`config.mk`:
```
export PLATFORM = sky130hd
export DESIGN_NAME = crd_isqrt
export DESIGN_NICKNAME = d
export VERILOG_FILES = /design/src/sv/crd_pkg.sv /design/src/sv/crd_isqrt.sv
export SDC_FILE = /design/constraint.sdc
export NUM_CORES = 2
export LEC_CHECK = 0
export ABC_AREA = 0
export BUFFER_PORTS_ARGS = -buffer_cell sky130_fd_sc_hd__buf_2
export CAP_MARGIN = 20
export CELL_PAD_IN_SITES_DETAIL_PLACEMENT = 0
export CELL_PAD_IN_SITES_GLOBAL_PLACEMENT = 1
export CORE_MARGIN = 5
export CORE_UTILIZATION = 48
export CTS_CLUSTER_DIAMETER = 200
export CTS_CLUSTER_SIZE = 25
export DETAILED_ROUTE_END_ITERATION = 8
export HOLD_SLACK_MARGIN = 0.02
export PLACE_DENSITY_LB_ADDON = 0.08
export SYNTH_ARGS = -nofsm -noshare
export SYNTH_HDL_FRONTEND = slang
export SYNTH_SLANG_ARGS = --single-unit
```
`constraint.sdc`:
```
create_clock -name i_clk -period 7.35 [get_ports i_clk]
set_clock_uncertainty 0.15 [all_clocks]
set_input_delay 1.8375 -clock i_clk [delete_from_list [all_inputs] [get_ports i_clk]]
set_output_delay 1.8375 -clock i_clk [all_outputs]
set_load 0.1 [all_outputs]
```
`src/sv/crd_pkg.sv`:
```
`timescale 1ns / 1ps
// ============================================================================
// crd_pkg: shared types and constants for the camera ray direction block.
// Widths of the coordinate, basis, scale and normalization datapaths.
// ============================================================================
package crd_pkg;

    // Field and register widths.
    localparam int COORD_BITS    = 13;
    localparam int FRAC_BITS     = 14;
    localparam int COMP_BITS     = FRAC_BITS + 2;
    localparam int BASIS_BITS    = 3 * COMP_BITS;
    localparam int SCALE_BITS    = 24;
    localparam int HALF_BITS     = 13;
    localparam int CFG_IDX_BITS  = 3;
    localparam int CFG_DATA_BITS = BASIS_BITS;

    // Front-end datapath widths.
    localparam int DIFF_BITS = ((COORD_BITS > HALF_BITS) ? COORD_BITS : HALF_BITS) + 1;
    localparam int AB_BITS   = SCALE_BITS + DIFF_BITS + 1;
    localparam int D_BITS    = AB_BITS + COMP_BITS + 1;
    localparam int MAG_BITS  = D_BITS - 1;
    localparam int POS_BITS  = $clog2(MAG_BITS);

    // The largest normalized magnitude of a nonzero vector lies in [2^(NORM_BITS-1), 2^NORM_BITS).
    localparam int NORM_BITS = 30;
    localparam int NORM_TOP  = NORM_BITS - 1;
    localparam int SQ_BITS   = 2 * NORM_BITS + 2;

    // Square root pipeline.
    localparam int ROOT_BITS  = SQ_BITS / 2;
    localparam int SQ_STEP    = 2;
    localparam int SQ_STAGES  = (ROOT_BITS + SQ_STEP - 1) / SQ_STEP;
    localparam int SQ_WIDE    = 2 * ROOT_BITS + 2;

    // Divider pipeline.
    localparam int Q_BITS     = FRAC_BITS + 1;
    localparam int DV_STEP    = 2;
    localparam int DV_STAGES  = (Q_BITS + DV_STEP - 1) / DV_STEP;
    localparam int NUM_BITS   = NORM_BITS + FRAC_BITS + 1;
    localparam int DREM_BITS  = NUM_BITS + 1;

    localparam logic [Q_BITS-1:0] Q_ONE = Q_BITS'(1) << FRAC_BITS;

    // Register indexes of the configuration port.
    typedef enum logic [CFG_IDX_BITS-1:0] {
        REG_BASIS_RIGHT = 3'd0,
        REG_BASIS_UP    = 3'd1,
        REG_BASIS_BACK  = 3'd2,
        REG_SCALE_H     = 3'd3,
        REG_SCALE_V     = 3'd4,
        REG_HALF_W      = 3'd5,
        REG_HALF_H      = 3'd6
    } t_reg_idx;

    typedef struct packed {
        logic [BASIS_BITS-1:0] basis_right;
        logic [BASIS_BITS-1:0] basis_up;
        logic [BASIS_BITS-1:0] basis_back;
        logic [SCALE_BITS-1:0] scale_horizontal;
        logic [SCALE_BITS-1:0] scale_vertical;
        logic [HALF_BITS-1:0]  half_width;
        logic [HALF_BITS-1:0]  half_height;
    } t_cfg;

    // Per-item flags carried alongside the data.
    typedef struct packed {
        logic       zero;
        logic [2:0] neg;
    } t_side;

    typedef logic [2:0][NORM_BITS-1:0] t_norm_vec;

    // Extracts signed component i from a packed basis vector.
    function automatic logic signed [COMP_BITS-1:0] get_comp(
        input logic [BASIS_BITS-1:0] b,
        input int unsigned           i
    );
        return $signed(b[i*COMP_BITS +: COMP_BITS]);
    endfunction

endpackage

```
`src/sv/crd_isqrt.sv`:
```
`timescale 1ns / 1ps
// ============================================================================
// crd_isqrt: pipelined integer square root, two result bits per stage.
// Carries the normalized magnitudes and flags alongside.
// ============================================================================
module crd_isqrt import crd_pkg::*; (
    input  logic                 i_clk,
    input  logic                 i_rst_n,
    input  logic                 i_en,
    input  logic                 i_vld,
    input  logic [SQ_BITS-1:0]   i_sum,
    input  t_norm_vec            i_mag,
    input  t_side                i_side,
    output logic                 o_vld,
    output logic [ROOT_BITS-1:0] o_root,
    output t_norm_vec            o_mag,
    output t_side                o_side
);

    logic                 w_vld  [SQ_STAGES+1];
    logic [SQ_BITS-1:0]   w_rem  [SQ_STAGES+1];
    logic [ROOT_BITS-1:0] w_root [SQ_STAGES+1];
    t_norm_vec            w_mag  [SQ_STAGES+1];
    t_side                w_side [SQ_STAGES+1];

    assign w_vld[0]  = i_vld;
    assign w_rem[0]  = i_sum;
    assign w_root[0] = '0;
    assign w_mag[0]  = i_mag;
    assign w_side[0] = i_side;

    for (genvar j = 0; j < SQ_STAGES; j++) begin : g_stage
        logic                 r_vld;
        logic [SQ_BITS-1:0]   r_rem,  n_rem;
        logic [ROOT_BITS-1:0] r_root, n_root;
        t_norm_vec            r_mag;
        t_side                r_side;

        // Try each result bit: keep it while the remainder covers the increase.
        always_comb begin
            int                 k;
            logic [SQ_WIDE-1:0] t;
            n_rem  = w_rem[j];
            n_root = w_root[j];
            for (int b = 0; b < SQ_STEP; b++) begin
                k = ROOT_BITS - 1 - j * SQ_STEP - b;
                t = '0;
                if (k >= 0) begin
                    t = (SQ_WIDE'(n_root) << (k + 1)) + (SQ_WIDE'(1) << (2 * k));
                    if (SQ_WIDE'(n_rem) >= t) begin
                        n_rem  = n_rem - SQ_BITS'(t);
                        n_root = n_root | (ROOT_BITS'(1) << k);
                    end
                end
            end
        end

        always_ff @(posedge i_clk) begin
            if (!i_rst_n) begin
                r_vld <= 1'b0;
            end else if (i_en) begin
                r_vld <= w_vld[j];
            end
        end

        always_ff @(posedge i_clk) begin
            if (i_en) begin
                r_rem  <= n_rem;
                r_root <= n_root;
                r_mag  <= w_mag[j];
                r_side <= w_side[j];
            end
        end

        assign w_vld[j+1]  = r_vld;
        assign w_rem[j+1]  = r_rem;
        assign w_root[j+1] = r_root;
        assign w_mag[j+1]  = r_mag;
        assign w_side[j+1] = r_side;
    end

    assign o_vld  = w_vld[SQ_STAGES];
    assign o_root = w_root[SQ_STAGES];
    assign o_mag  = w_mag[SQ_STAGES];
    assign o_side = w_side[SQ_STAGES];

endmodule

```
After elaboration in Yosys (flattened, before gate mapping)
Cells that the tools add are included.
Word-level totals
  bits in registers: 2946
  bits of input ports: 160
  output and inout port bits: 126
  word-level logic and storage cells: 279
Cells by class
  add/sub/neg operators: 60
  magnitude comparators: 31
  mux-type cells: 45
Operator list (count)
  two-way mux 62 bit: 30
  adder 61 x 59 -> 62 bit (second input constant): 1
  greater-or-equal comparator 62 x 33 -> 1 bit: 1
  greater-or-equal comparator 62 x 34 -> 1 bit: 1
  greater-or-equal comparator 62 x 35 -> 1 bit: 1
  greater-or-equal comparator 62 x 36 -> 1 bit: 1
  greater-or-equal comparator 62 x 37 -> 1 bit: 1
  greater-or-equal comparator 62 x 38 -> 1 bit: 1
  greater-or-equal comparator 62 x 39 -> 1 bit: 1
  greater-or-equal comparator 62 x 40 -> 1 bit: 1
  greater-or-equal comparator 62 x 41 -> 1 bit: 1
  greater-or-equal comparator 62 x 42 -> 1 bit: 1
  greater-or-equal comparator 62 x 43 -> 1 bit: 1
  greater-or-equal comparator 62 x 44 -> 1 bit: 1
  greater-or-equal comparator 62 x 45 -> 1 bit: 1
  greater-or-equal comparator 62 x 46 -> 1 bit: 1
  greater-or-equal comparator 62 x 47 -> 1 bit: 1
  greater-or-equal comparator 62 x 48 -> 1 bit: 1
  greater-or-equal comparator 62 x 49 -> 1 bit: 1
  greater-or-equal comparator 62 x 50 -> 1 bit: 1
  greater-or-equal comparator 62 x 51 -> 1 bit: 1
  greater-or-equal comparator 62 x 52 -> 1 bit: 1
  greater-or-equal comparator 62 x 53 -> 1 bit: 1
  greater-or-equal comparator 62 x 54 -> 1 bit: 1
  83 further kinds: 83

Depth between registers and ports, before layout
  word-level depth: 6
  gate-level depth with buffers: 32
  gate-level depth less buffers: 27

Worst setup path after synthesis
OpenSTA, ideal clock, no wires.
  path type: register to register
  start point: reg g_stage[11].r_rem[14]
  end point: reg g_stage[12].r_rem[14] (data pin)
  setup time: 0.260 ns
  data arrival time: 5.884 ns
  data required time: 6.940 ns
  setup slack: 1.057 ns
  cell stages (with the launch flop): 27
  buffers on the path: 5
  period minus slack after synthesis: 6.293 ns
  path through: edfxtp_1 -> ha_1 -> nor2b_1 -> o2111ai_1 -> nand4b_1 -> a221oi_1 -> a211o_1 -> buf_2 -> nand2_1 -> buf_2 -> buf_1 -> nor2_1 -> a21oi_1 -> ha_1 -> clkbuf_1 -> a21o_1 -> a21o_1 -> a21oi_1 -> o221ai_1 -> a21oi_1 -> nor3b_1 -> o31ai_1 -> a211oi_2 -> nand2_1 -> nor3_2 -> buf_2 -> mux2_2
Between the ends
  cells in the longest elaborated chain, start to end: 5
  elaborated cells on any way between the ends: 8
  those cells by class: 3 x add/sub; 2 x order compare; 3 x mux
Ends and longest elaborated chain
  start: declaration: line crd_isqrt.sv:34  | logic [SQ_BITS-1:0] r_rem, n_rem;
  start signal: assignment: line crd_isqrt.sv:68  | r_rem <= n_rem;
  greater-or-equal comparator 62 x 39 -> 1 bit: line crd_isqrt.sv:50  | if (SQ_WIDE'(n_rem) >= t) begin
  two-way mux 7 bit: line crd_isqrt.sv:50
  adder 37 x 11 -> 38 bit: line crd_isqrt.sv:49  | t = (SQ_WIDE'(n_root) << (k + 1)) + (SQ_WIDE'(1) << (2 * k));
  subtractor 62 x 38 -> 62 bit / greater-or-equal comparator 62 x 38 -> 1 bit (equally long branches): line crd_isqrt.sv:51, crd_isqrt.sv:50
  two-way mux 62 bit (*): line crd_isqrt.sv:50
  via g_stage[12].n_rem[14]: line crd_isqrt.sv:34
  end signal: assignment: line crd_isqrt.sv:68
  end: declaration: line crd_isqrt.sv:34
The timed path passes the listed nets; every way through them passes the cells marked *.
A chain may end at the register's enable or synchronous reset.

Worst setup path in the final report
  start point: reg g_stage[13].r_root[8]
  end point: reg g_stage[14].r_rem[45] (data pin)
Between the ends
  cells in the longest elaborated chain, start to end: 6
  elaborated cells on any way between the ends: 9
  those cells by class: 4 x add/sub; 2 x order compare; 3 x mux
Ends and longest elaborated chain
  start: declaration: line crd_isqrt.sv:35  | logic [ROOT_BITS-1:0] r_root, n_root;
  start signal: assignment: line crd_isqrt.sv:69  | r_root <= n_root;
  adder 34 x 5 -> 35 bit: line crd_isqrt.sv:49
  greater-or-equal comparator 62 x 35 -> 1 bit: line crd_isqrt.sv:50
  two-way mux 3 bit: line crd_isqrt.sv:50
  adder 33 x 3 -> 34 bit: line crd_isqrt.sv:49
  subtractor 62 x 34 -> 62 bit / greater-or-equal comparator 62 x 34 -> 1 bit (equally long branches): line crd_isqrt.sv:51, crd_isqrt.sv:50
  two-way mux 62 bit (*): line crd_isqrt.sv:50
  via g_stage[14].n_rem[45]: line crd_isqrt.sv:34
  end signal: assignment: line crd_isqrt.sv:68
  end: declaration: line crd_isqrt.sv:34
Marked as above.

==> flow_metrics.py <==
metrics = {
    "status": {
        "outcome": "finished clean",
    },
    "pwr": {
        "seq_power_share_pct": 47.1,
        "p_int_mw": 28.6,
        "power_switching_mw": 15.3,
        "pwr_density_cell_mw_per_mm2": 323,
        "max-vdd-ir-drop_mv": 0.255,
        "power_leakage_nw": 49.8,
        "switching_share_pct": 34.9,
        "power_frac_comb_pct": 35.9,
        "p_clk_share_pct": 17.0,
    },
    "place": {
        "placed_cell_area_mm2": 0.133,
        "hpwl_um": 223000,
        "dp_cells": 13400,
        "gp_congestion": 0.914,
        "io_buffers": 285,
    },
    "critical_path": {
        "cp.arrival_ns": 7.36,
        "reg2reg_depth": 27,
        "crit_required_ns": 7.79,
        "worst-path-buf-inv": 4,
        "crit_slowest_cell": "nor2_1",
        "r2r_end": "g_stage[14].r_rem[45]$_DFFE_PP_",
        "rrSetupSlack_ns": 0.43,
        "worstPathMaxFanout": 15,
        "cp-start-kind": "register",
        "rr_startpoint": "g_stage[13].r_root[8]$_DFFE_PP_",
        "worst_setup_path_end_kind": "register",
        "worstSetupPathType": "register to register",
        "max_stage_delay_ns": 0.74,
        "crit_family": "compound AO/OA/AOI/OAI gates",
    },
    "clock_network": {
        "cts_tree": "built",
        "cts_sinks": 2721,
        "cts_buffers": 118,
        "clkTransAtPathRegs_ns": 0.10,
        "postCtsSetupBuffers": 0,
        "cts_root_buffer": "clkbuf_16",
        "cts_buffer_depth": 3,
        "clk_latency_ns": 0.83,
        "htreeDepth": 3,
    },
    "routing": {
        "wl_um": 292000,
        "via_count": 75400,
        "dr.pass1.iters": 8,
        "drc": 0,
        "postRouteAntennaNets": 0,
        "drt_iter0_markers": 5987,
        "vias_per_cell": 5.57,
        "wl_per_cell_um": 21.6,
    },
    "grt": {
        "grt_overflow": 0,
        "grt_pass1_wl_um": 447000,
        "grt_pass1_vias": 74700,
        "grt_max_degree": 199,
        "antenna_found_initial": 16,
        "gr-usage-all-layers_pct": 21.0,
    },
    "sta": {
        "slew_headroom_pct": 25.2,
        "finalSetupTns_ns": 0,
        "period_minus_slack_ns": 6.92,
        "max_freq_mhz": 145,
        "slew_viol_final": 0,
        "tightest_slew_ns": 1.11,
        "final_hold_viol_count": 0,
        "rsz0062_at_grt": "no",
        "fin_crit_sh_pct": 94.2,
        "setup_viol": 0,
    },
    "floorplan": {
        "die_h_um": 522,
        "die-width_um": 522,
        "pin_count": 286,
        "core_area_mm2": 0.262,
        "placementRows": 188,
        "die_area_mm2": 0.273,
        "start_util_pct": 48.1,
    },
    "logic_synthesis": {
        "synth_ff_type": "edfxtp_1",
        "async_flop_share_pct": 0,
        "synth-seq-cells": 2721,
        "synth-edff-count": 2705,
        "synth_nets": 10300,
        "yosys_warnings": 0,
        "synth_cells": 9614,
        "yosysUniqueCellTypes": 105,
        "netlist_area_mm2": 0.126,
        "yosysSeqAreaShare_pct": 64.7,
        "syn_area_per_cell_um2": 13.1,
    },
    "layout": {
        "num-nets-final": 10700,
        "fin_cells": 13500,
        "area_growth_pct": 7.96,
        "postLayoutCoreUtil_pct": 52.0,
        "drive_above_1_share_pct": 8.26,
        "post-route-cell-area_mm2": 0.136,
    },
    "worst_hold_path": {
        "min_to": "g_stage[1].r_side[0]$_DFFE_PP_",
        "worstHoldPathCells": 0,
        "min_from": "g_stage[0].r_side[0]$_DFFE_PP_",
        "min_path_type": "register to register",
    },
    "run": {
        "drv_cap": 0,
    },
}
[registers in the layout, summed over array words and instances (netlist names)]
register,flops
g_stage.r_vld,15
o_side,4
g_stage.r_rem,930
o_vld,1
g_stage.r_side,60
o_root,31
g_stage.r_mag,1350
g_stage.r_root,240
o_mag,90
[repair_timing]
| item | CTS | global route |
|---|---|---|
| hold buffers | 0 | 0 |
| setup endpoints to repair | 0 | 48 |
| gates resized for setup | 0 | 6 |
[worst max-delay path by stage]
stage | startpoint | endpoint | cells past startpoint
after floorplan | g_stage[11].r_rem[14]$_DFFE_PP_ | g_stage[12].r_rem[14]$_DFFE_PP_ | 26
after global placement | g_stage[10].r_rem[39]$_DFFE_PP_ | g_stage[11].r_rem[21]$_DFFE_PP_ | 23
after detailed placement | g_stage[10].r_rem[39]$_DFFE_PP_ | g_stage[11].r_rem[28]$_DFFE_PP_ | 22
after CTS | g_stage[10].r_rem[39]$_DFFE_PP_ | g_stage[11].r_rem[21]$_DFFE_PP_ | 22
after global routing | g_stage[13].r_rem[4]$_DFFE_PP_ | g_stage[14].r_rem[61]$_DFFE_PP_ | 27
final | g_stage[13].r_root[8]$_DFFE_PP_ | g_stage[14].r_rem[45]$_DFFE_PP_ | 27
[synth_stat cells (80+ instances only)]
| master | instances | area [um2] |
|---|---|---|
| edfxtp_1 | 2705 | 81200 |
| nor2_1 | 682 | 2560 |
| a21oi_1 | 643 | 3220 |
| nand2_1 | 624 | 2340 |
| ha_1 | 540 | 6760 |
| xnor2_1 | 509 | 4460 |
| inv_1 | 465 | 1750 |
| o21ai_0 | 368 | 1840 |
| xor2_1 | 302 | 2650 |
| a21o_1 | 266 | 2000 |
| nand3_1 | 227 | 1140 |
| nor3_1 | 215 | 1080 |
| nor4_1 | 208 | 1300 |
| nand4_1 | 176 | 1100 |
| clkbuf_1 | 144 | 541 |
| nor2b_1 | 111 | 694 |
| o21a_1 | 80 | 601 |
[metrics by stage]
| step | setup WS, ns | hold WS (ns) | total power [mW] |
|---|---|---|---|
| final | 0.430 | 0.212 | 43.9 |
| after global routing | 0.00735 | 0.212 | 46.7 |
| after CTS | 0.0447 | 0.204 | 44.3 |
| after detailed placement | 0.0865 | 0.255 | 36.7 |
| after global placement | 0.218 | 0.250 | 36.6 |
| after floorplan | 1.06 | 0.250 | 31.9 |
[power by group through the flow]
stage               clock network (mW)  logic (mW)  registers (mW)
floorplan                            0        11.2            20.6
global placement                     0        15.6            21.0
detailed placement                   0        15.6            21.0
CTS                               7.83        15.7            20.7
global route                      8.39        17.4            20.9
finish                            7.45        15.8            20.7
[area by class of cell]
type | instances | area, um2
fill | 22300 | 126000
inverter | 474 | 1780
timing repair buffer | 496 | 3290
sequential | 2721 | 81500
clock inverter | 8 | 219
antenna | 5 | 12.5
multi-input combinational | 6199 | 41800
clock buffer | 130 | 3000
tap | 3515 | 4400
[placed cells by master, fill, tap and decap left out, types with 49 or more instances in the layout]
| cell type | Yosys | routed |
|---|---|---|
| o21a_1 | 80 | 80 |
| buf_2 | 41 | 284 |
| or4_1 | 57 | 57 |
| ha_1 | 540 | 540 |
| nand4_1 | 176 | 176 |
| inv_1 | 465 | 465 |
| a31oi_1 | 63 | 63 |
| o21bai_1 | 55 | 55 |
| nor3_1 | 215 | 213 |
| or2_2 | 49 | 49 |
| and3_1 | 65 | 65 |
| nand3_1 | 227 | 227 |
| xnor2_1 | 509 | 509 |
| buf_4 | 6 | 189 |
| mux2_2 | 75 | 75 |
| or3_1 | 53 | 53 |
| nand2b_1 | 77 | 77 |
| o21ai_0 | 368 | 367 |
| and2_1 | 60 | 60 |
| a21oi_1 | 643 | 643 |
| clkbuf_16 | 0 | 118 |
| xor2_1 | 302 | 302 |
| o31ai_1 | 59 | 59 |
| nand2_1 | 624 | 624 |
| nor4_1 | 208 | 206 |
| edfxtp_1 | 2705 | 2705 |
| a21o_1 | 266 | 266 |
| nor2_1 | 682 | 682 |
| nor2b_1 | 111 | 110 |
[metal layers]
| metal | up-vias | track usage [%] | routed length (um) |
|---|---|---|---|
| met4 | 8 | 5.72 | 8870 |
| met5 | - | 0 | 291 |
| met3 | 366 | 2.00 | 9450 |
| met2 | 1323 | 35.3 | 140000 |
| li1 | 37000 | - | - |
| met1 | 36700 | 29.5 | 134000 |
[cell families (layout without fill, tap and decap cells)]
| logic type | count (synthesis) | after routing | synth area share (%) |
|---|---|---|---|
| DFF | 2721 | 2721 | 64.7 |
| adders and majority gates | 540 | 540 | 5.36 |
| buffers and inverters | 694 | 1108 | 2.16 |
| muxes | 121 | 121 | 1.04 |
| other | 0 | 5 | 0 |
| AOI/OAI and AO/OA | 1910 | 1910 | 9.67 |
| and+or+nand+nor | 2817 | 2817 | 11.4 |
| xor gates and xnor gates | 811 | 811 | 5.64 |
Note: power is estimated with default switching activity, not from simulation.
